===== src/design/vdi_pkg.sv =====
// Types and constants of the vertex dedup indexer.
`timescale 1ns / 1ps
`default_nettype none
package vdi_pkg;

   localparam int KEY_WORDS = 4;
   localparam int EPOCH_W   = 8;

   localparam logic [63:0] HASH_SEED = 64'h9E3779B97F4A7C15;
   localparam logic [63:0] HASH_MUL  = 64'hFF51AFD7ED558CCD;

   localparam logic [1:0] MODE_2D_TEX = 2'd0;
   localparam logic [1:0] MODE_3D_RAW = 2'd1;
   localparam logic [1:0] MODE_3D_TEX = 2'd2;

   typedef logic [KEY_WORDS-1:0][63:0] key_type;

   typedef struct packed {
      logic [31:0] pos_x;
      logic [31:0] pos_y;
      logic [31:0] pos_z;
      logic [31:0] tex_u;
      logic [31:0] tex_v;
      logic [31:0] norm_x;
      logic [31:0] norm_y;
      logic [31:0] norm_z;
      logic        last_vertex;
   } req_type;

   typedef struct packed {
      logic [11:0] vertex_index;
      logic        is_new;
      logic        overflow;
      logic        last_result;
   } rsp_type;

   typedef enum logic [3:0] {
      HS_IDLE,
      HS_MUL0,
      HS_MUL1,
      HS_MUL2,
      HS_MIX,
      HS_RED0,
      HS_RED1,
      HS_RED2,
      HS_RED3,
      HS_QMUL,
      HS_FIX,
      HS_DONE
   } hash_state_type;

   typedef enum logic [2:0] {
      ST_CLEAR,
      ST_IDLE,
      ST_HASH,
      ST_SLOT_RD,
      ST_SLOT_CHK,
      ST_KEY_CHK,
      ST_DONE
   } top_state_type;

endpackage
`default_nettype wire


===== src/design/vdi_hash.sv =====
// Multi-cycle key hash: four multiply-xorshift rounds, then reduction modulo the slot count.
`timescale 1ns / 1ps
`default_nettype none
module vdi_hash #(
   parameter int SLOT_COUNT = 8192
) (
   input  wire                                  clock,
   input  wire                                  reset,
   input  wire                                  start,
   input  vdi_pkg::key_type                     key,
   output logic                                 done,
   output logic [$clog2(SLOT_COUNT)-1:0]        slot
);
   import vdi_pkg::*;

   localparam int SW  = $clog2(SLOT_COUNT);
   localparam int ACW = 64 + SW + 1;
   localparam logic [SW:0] SLOTS = (SW+1)'(SLOT_COUNT);
   localparam logic [64:0] RECIP_FULL = (65'd1 << 64) / 65'(SLOT_COUNT);
   localparam logic [63:0] RECIP = RECIP_FULL[63:0];

   hash_state_type state_ff, state_in;
   logic [63:0] h_ff, h_in;
   logic [63:0] a_ff, a_in;
   logic [63:0] p0_ff;
   logic [31:0] x_ff;
   logic [1:0]  round_ff;
   logic [ACW-1:0] acc_ff;
   logic [SW:0] qm_ff;
   logic [SW:0] diff, fixed;
   logic [SW-1:0] rem_ff;
   logic [31:0] mul_a, mul_b;
   logic [63:0] prod;
   logic [63:0] mix;

   assign a_in = h_ff ^ key[round_ff];
   assign prod = mul_a * mul_b;
   assign mix  = p0_ff + {x_ff, 32'b0};

   // quotient from the top of h times the reciprocal is short by at most one
   assign diff  = h_ff[SW:0] - qm_ff;
   assign fixed = (diff >= SLOTS) ? diff - SLOTS : diff;

   // shared multiplier: hash rounds, then reciprocal partial products, then quotient x slots
   always_comb begin
      case (state_ff)
         HS_MUL0: begin
            mul_a = a_in[31:0];
            mul_b = HASH_MUL[31:0];
         end
         HS_MUL1: begin
            mul_a = a_ff[31:0];
            mul_b = HASH_MUL[63:32];
         end
         HS_MUL2: begin
            mul_a = a_ff[63:32];
            mul_b = HASH_MUL[31:0];
         end
         HS_RED0: begin
            mul_a = h_ff[31:0];
            mul_b = RECIP[31:0];
         end
         HS_RED1: begin
            mul_a = h_ff[31:0];
            mul_b = RECIP[63:32];
         end
         HS_RED2: begin
            mul_a = h_ff[63:32];
            mul_b = RECIP[31:0];
         end
         HS_RED3: begin
            mul_a = h_ff[63:32];
            mul_b = RECIP[63:32];
         end
         HS_QMUL: begin
            mul_a = 32'(acc_ff[ACW-1 -: SW+1]);
            mul_b = 32'(SLOT_COUNT);
         end
         default: begin
            mul_a = '0;
            mul_b = '0;
         end
      endcase
   end

   always_comb begin
      state_in = state_ff;
      h_in     = mix ^ (mix >> 29);
      done     = 1'b0;
      case (state_ff)
         HS_IDLE: begin
            if (start) begin
               state_in = HS_MUL0;
            end
         end
         HS_MUL0: state_in = HS_MUL1;
         HS_MUL1: state_in = HS_MUL2;
         HS_MUL2: state_in = HS_MIX;
         HS_MIX: begin
            state_in = (round_ff == 2'(KEY_WORDS - 1)) ? HS_RED0 : HS_MUL0;
         end
         HS_RED0: state_in = HS_RED1;
         HS_RED1: state_in = HS_RED2;
         HS_RED2: state_in = HS_RED3;
         HS_RED3: state_in = HS_QMUL;
         HS_QMUL: state_in = HS_FIX;
         HS_FIX:  state_in = HS_DONE;
         HS_DONE: begin
            done     = 1'b1;
            state_in = HS_IDLE;
         end
         default: state_in = HS_IDLE;
      endcase
   end

   always_ff @(posedge clock) begin
      if (reset) begin
         state_ff <= HS_IDLE;
      end else begin
         state_ff <= state_in;
      end
   end

   always_ff @(posedge clock) begin
      case (state_ff)
         HS_IDLE: begin
            h_ff     <= HASH_SEED;
            round_ff <= '0;
         end
         HS_MUL0: begin
            a_ff  <= a_in;
            p0_ff <= prod;
         end
         HS_MUL1: x_ff <= prod[31:0];
         HS_MUL2: x_ff <= x_ff + prod[31:0];
         HS_MIX: begin
            h_ff     <= h_in;
            round_ff <= round_ff + 2'd1;
         end
         HS_RED0: acc_ff <= ACW'(prod);
         HS_RED1: acc_ff <= acc_ff + (ACW'(prod) << 32);
         HS_RED2: acc_ff <= acc_ff + (ACW'(prod) << 32);
         HS_RED3: acc_ff <= acc_ff + (ACW'(prod) << 64);
         HS_QMUL: qm_ff <= prod[SW:0];
         HS_FIX:  rem_ff <= fixed[SW-1:0];
         default: begin
            h_ff <= h_ff;
         end
      endcase
   end

   assign slot = rem_ff;

endmodule
`default_nettype wire


===== config.mk =====
export PLATFORM = sky130hd
export DESIGN_NAME = vdi_hash
export DESIGN_NICKNAME = d
export VERILOG_FILES = /design/src/design/vdi_pkg.sv /design/src/design/vdi_hash.sv
export SDC_FILE = /design/constraint.sdc
export NUM_CORES = 2
export LEC_CHECK = 0
export BUFFER_PORTS_ARGS = -buffer_cell sky130_fd_sc_hd__buf_4
export CORE_MARGIN = 2
export CORE_UTILIZATION = 40
export CTS_BUF_LIST = sky130_fd_sc_hd__clkbuf_16
export CTS_CLUSTER_DIAMETER = 60
export DETAILED_ROUTE_END_ITERATION = 10
export PLACE_DENSITY = 0.61
export SLEW_MARGIN = 20
export SYNTH_ARGS = -nofsm -noshare
export SYNTH_HDL_FRONTEND = slang
export SYNTH_SLANG_ARGS = --single-unit

===== constraint.sdc =====
create_clock -name clock -period 13.9 [get_ports clock]
set_input_delay 1.39 -clock clock [delete_from_list [all_inputs] [get_ports clock]]
set_output_delay 1.39 -clock clock [all_outputs]
set_load 0.02 [all_outputs]

-- Word level (Yosys, flattened, before mapping)
Index checks and enable logic that the tools add are counted.
- mux-type cells: 13
- $lt $le $gt $ge: 2
- equality and inequality tests: 13
- add/subtract/negate cells: 7
- reductions and logical operators: 9
- multiply operators: 1
- bitwise logic cells: 2
- operators with widths (operator ; count):
    78-bit one-hot mux with 3 select lines ; 1
    32-bit one-hot mux with 6 select lines ; 1
    78-bit adder ; 2
    64-bit binary-select mux with 2-bit select ; 1
    32-bit one-hot mux with 4 select lines ; 1
    64-bit one-hot mux with 2 select lines ; 1
    64-bit adder ; 1
    32-bit by 32-bit multiplier with 64-bit output ; 1
    64-bit two-way mux ; 1
    32-bit one-hot mux with 2 select lines ; 1
    64-bit by 35-bit XOR with 64-bit output ; 1
    64-bit XOR ; 1
    4-bit one-hot mux with 11 select lines ; 1
    32-bit adder ; 1
    4-bit by 3-bit == test with 1-bit output, second input constant ; 4
    4-bit == test, second input constant ; 4
    14-bit >= comparator, second input constant ; 1
    14-bit subtractor ; 1
    13-bit two-way mux ; 1
    13-bit by 1-bit subtractor with 13-bit output, second input constant ; 1
    2-bit OR reduction ; 5
    4-bit by 2-bit == test with 1-bit output, second input constant ; 2
    4-bit by 1-bit == test with 1-bit output, second input constant ; 1
    4-bit logical NOT ; 1
    10 further kinds ; 11
- input port bits: 259
- logic and storage cells: 56
- register bits: 335
- output and inout bits: 14

-- Logic depth before layout (Yosys ltp)
- depth after elaboration: 7
- mapped depth: 49
- depth with buffers taken out: 45

-- Worst setup path after synthesis
Ideal clock, no wire load.
- path type: register to register
- start: register state_ff[0]
- end: register acc_ff[74], data pin
- stages on the path, launching flop included: 45
- period minus slack after synthesis: 14.205 ns
- path buffers: 4
- setup time: 0.169 ns
- data arrival time: 14.036 ns
- setup slack: -0.305 ns
- required time: 13.731 ns
- cell sequence: dfxtp_1 clkbuf_1 nor2b_1 nand2_1 inv_2 clkbuf_1 buf_1 nand2_1 o21ai_0 a21oi_1 nor2_1 inv_1 fa_1 inv_1 fa_1 fa_1 inv_1 fa_1 [... 9 more ...] nand2_1 nor3_1 nor2b_1 o21ai_1 nand4_1 a31oi_1 o21bai_1 a21oi_1 xnor2_1 ha_1 a21o_1 o21bai_1 a21o_1 a21oi_1 nor2b_1 o41a_1 o21a_1 o31ai_1
- longest elaborated chain between the ends: 6
- elaborated cells on any way between the ends: 19
- those cells by class: add/sub (2); mul (1); eq/ne (8); mux (3); reduce/logical (5)
- RTL lines (item ; line ; RTL):
    start: declaration ; vdi_hash.sv:22 ; hash_state_type state_ff, state_in;
    start signal: assignment ; vdi_hash.sv:120 ; state_ff <= state_in;
    4-bit == test (tied with other cells) ; vdi_hash.sv:46 ; case (state_ff)
    2-bit OR reduction (no source line) ; - ;
    32-bit one-hot mux with 6 select lines / 32-bit one-hot mux with 4 select lines (equally long branches) ; vdi_hash.sv:46 ;
    32-bit by 32-bit multiplier with 64-bit output (*) ; vdi_hash.sv:37 ; assign prod = mul_a * mul_b;
    via prod[37] ; vdi_hash.sv:33 ; logic [63:0] prod;
    78-bit adder (*) ; vdi_hash.sv:141, vdi_hash.sv:142 ;
    78-bit one-hot mux with 3 select lines (*) ; vdi_hash.sv:125 ; case (state_ff)
    end signal: assignment ; vdi_hash.sv:141 ; HS_RED1: acc_ff <= acc_ff + (ACW'(prod) << 32);
    end signal: assignment ; vdi_hash.sv:142 ; HS_RED2: acc_ff <= acc_ff + (ACW'(prod) << 32);
    end signal: assignment ; vdi_hash.sv:143 ; HS_RED3: acc_ff <= acc_ff + (ACW'(prod) << 64);
    end: declaration ; vdi_hash.sv:28 ; logic [ACW-1:0] acc_ff;
Mark *: on every way through the listed nets, which the timed path passes. The rest lies on a longest branch.
A chain may end at the register's enable or synchronous reset.

-- Final worst setup path
- start: register state_ff[2]
- end: register acc_ff[77], data pin
The elaborated chain is that of the path after synthesis.

==> impl_metrics.py <==
metrics = {
    "outcome": {
        "outcome": "finished clean",
    },
    "finish": {
        "nets": 6357,
        "utilization_pct": 44.9,
        "drive_gt1_share_pct": 10.2,
        "area_growth_syn_to_layout_pct": 11.6,
        "nFillCells": 11000,
    },
    "sta": {
        "tightest_slew_ns": 1.19,
        "tns_ns": 0,
        "grt_setup_unrepaired": "false",
        "timing.final.ws_setup_ns": 0.555,
        "hold_slack_ns": 0.561,
        "period_needed_ns": 13.35,
        "timing.final.crit_share_pct": 96.0,
        "hold_violations": 0,
        "drv_slew": 0,
        "fin_skew_ns": 0.0177,
        "setup_viol": 0,
        "relSlewSlack_pct": 20.2,
        "fmax_ghz": 0.0749,
    },
    "critical_path": {
        "end_kind": "flip-flop",
        "crit_type": "reg2reg",
        "crit_slowest_cell": "xor2_1",
        "path_max_fanout": 37,
        "required_ns": 14.22,
        "critPathLaunchType": "flip-flop",
        "slowest_delay_ns": 0.76,
        "r2r-start": "state_ff[2]",
        "crit_start": "state_ff[2]",
        "crit_top_cell": "inv_1",
        "crit_arrival_ns": 13.66,
    },
    "die": {
        "die_h_um": 346,
        "start_util_pct": 40.3,
        "die_area_mm2": 0.119,
        "rows": 125,
        "core-area_mm2": 0.116,
        "io-pin-count": 273,
        "fp.dieW_um": 346,
    },
    "route": {
        "viasPerCell": 5.52,
        "initialDrtViolationCount": 3461,
        "ant_nets": 0,
        "firstDrtPassIters": 6,
        "routed-via-count": 35400,
        "route.detailed.drc": 0,
        "wl_per_cell_um": 25.6,
        "drt_wl_total_um": 165000,
    },
    "synth": {
        "syn_nets": 6086,
        "synth_cell_type_count": 77,
        "yosysWarnings": 0,
        "ys_seq_area_share_pct": 19.3,
        "synth-edff-count": 298,
        "synth_area_mm2": 0.0467,
        "syn_inst": 4590,
        "async_reset_ff_share_pct": 0,
        "synth-main-ff-cell": "edfxtp_1",
        "avgSynthCellArea_um2": 10.2,
        "ys_ff_latch": 302,
    },
    "global_route": {
        "grt_pass1_wl_um": 241000,
        "antenna_found_initial": 6,
        "grt_overflow": 0,
        "grt_max_degree": 94,
        "grt_pass1_vias": 36300,
        "grt_util_all_layers_pct": 27.6,
    },
    "placed_design": {
        "io_buffers": 272,
        "place_hpwl_um": 141000,
        "pre_cts_ws_ns": 0.757,
        "place_congestion": 1.01,
    },
    "worst_hold_path": {
        "min_from": "p0_ff[22]",
        "hold_class": "reg2reg",
    },
    "clock_network": {
        "clk_latency_ns": 0.58,
        "cts_tree": "yes",
        "numClockSinks": 302,
        "hold_buffers": 0,
        "clock_path_buffers": 3,
        "cts_resized": 0,
        "path_clk_slew_ns": 0.06,
        "root_buffer": "clkbuf_16",
        "cts_setup_buffers": 0,
        "htreeDepth": 2,
        "numCtsBuffers": 40,
    },
    "job": {
        "maxCapViolations": 0,
    },
}
==> worst max-delay path, delay by kind of cell (launching register included) <==
kind / cells / cell delay [ns]
simple gates: 7 / 1.85
flops: 1 / 0.55
xor+xnor: 2 / 0.91
buf+inv: 10 / 1.53
compound gates: 15 / 3.50
fa+ha+maj: 10 / 4.67
==> worst paths after layout <==
check / endpoint / slack, ns / cells after the start
setup / recovery: acc_ff[77] / 0.55 / 44
hold / removal: h_ff[22] / 0.56 / 2
setup reg to reg: acc_ff[77] / 0.55 / 44
hold reg to reg: h_ff[22] / 0.56 / 2
==> stage by stage <==
stage                     instance area, um2  instances
after floorplan                        46700       4590
after global placement                 50800       6343
after detailed placement               50800       6343
after CTS                              52100       6413
after global routing                   52100       6413
final                                  52100       6414
==> cells by family after synthesis <==
group                    share of synthesized area [%]
adder cells (fa/ha/maj)                           44.4
multiplexers                                      3.20
AO/OA/AOI/OAI                                     10.8
XOR/XNOR                                          5.25
AND/OR/NAND/NOR                                   7.60
buffers and inverters                             9.49
flip-flops                                        19.3
==> Yosys cell counts, types with 5 or more instances <==
cell type / instances / share of area (%)
inv_1: 1067 / 8.6
o31ai_1: 8 / 0.13
mux4_2: 64 / 3.1
a211oi_1: 26 / 0.42
a21oi_1: 215 / 2.3
xnor2_1: 111 / 2.1
or2_2: 9 / 0.12
o21bai_1: 33 / 0.53
nand2b_1: 26 / 0.35
nor3b_1: 5 / 0.080
a221oi_1: 23 / 0.43
ha_1: 541 / 15
clkbuf_1: 95 / 0.76
and2_1: 65 / 0.87
a221o_1: 31 / 0.66
a31oi_1: 23 / 0.31
nand3_1: 28 / 0.30
o22ai_1: 11 / 0.15
o21ai_1: 21 / 0.23
a22o_1: 17 / 0.32
buf_2: 8 / 0.086
and4_1: 5 / 0.094
nand3b_1: 8 / 0.13
o221ai_1: 6 / 0.11
a21o_1: 100 / 1.6
o21a_1: 20 / 0.32
edfxtp_1: 298 / 19
or3_1: 12 / 0.16
o2111ai_1: 5 / 0.094
a21boi_0: 10 / 0.16
and3_1: 25 / 0.34
nand2_1: 275 / 2.2
buf_1: 6 / 0.048
o21ai_0: 157 / 1.7
nor3_1: 33 / 0.35
o211ai_1: 11 / 0.18
nor2_1: 195 / 1.6
fa_1: 696 / 30
mux2i_1: 5 / 0.11
nand4_1: 33 / 0.44
nor2b_1: 26 / 0.35
xor2_1: 166 / 3.1
==> cell type report <==
type	count	area [um2]	share of cell area, %
diodes	1	2.50	0.00481
clock buffers	41	1030	1.97
clock inverters	29	249	0.478
inverters	1068	4010	7.71
multi-input cells	3111	33300	63.9
flip-flops and latches	302	9030	17.3
well taps	1524	1910	3.66
repair buffers	338	2560	4.92
==> flip-flops by register name, summed over array words and instances (netlist names) <==
signal,cells
state_ff,4
round_ff,2
x_ff,32
h_ff,64
p0_ff,64
qm_ff,13
a_ff,64
acc_ff,46
slot,13
==> layer usage <==
metal	share of wire, %	vias up	global-route usage, %
met5	0.0079	-	0
met4	3.8	2	8.57
met3	9.2	258	5.02
met2	46	1761	44.1
met1	41	17800	38.0
li1	-	15600	-
==> cells in the final DEF, fill, tap and decap left out, drive strengths merged, types with 64 or more instances in the layout <==
cell	count
inv	1080
fa	696
ha	541
buf	338
edfxtp	298
nand2	275
a21oi	215
nor2	195
o21ai	178
xor2	166
xnor2	111
a21o	100
and2	65
mux4	64
Power is not shown: default switching activity piles up to over one toggle a cycle in this logic, so the estimate is an artifact.
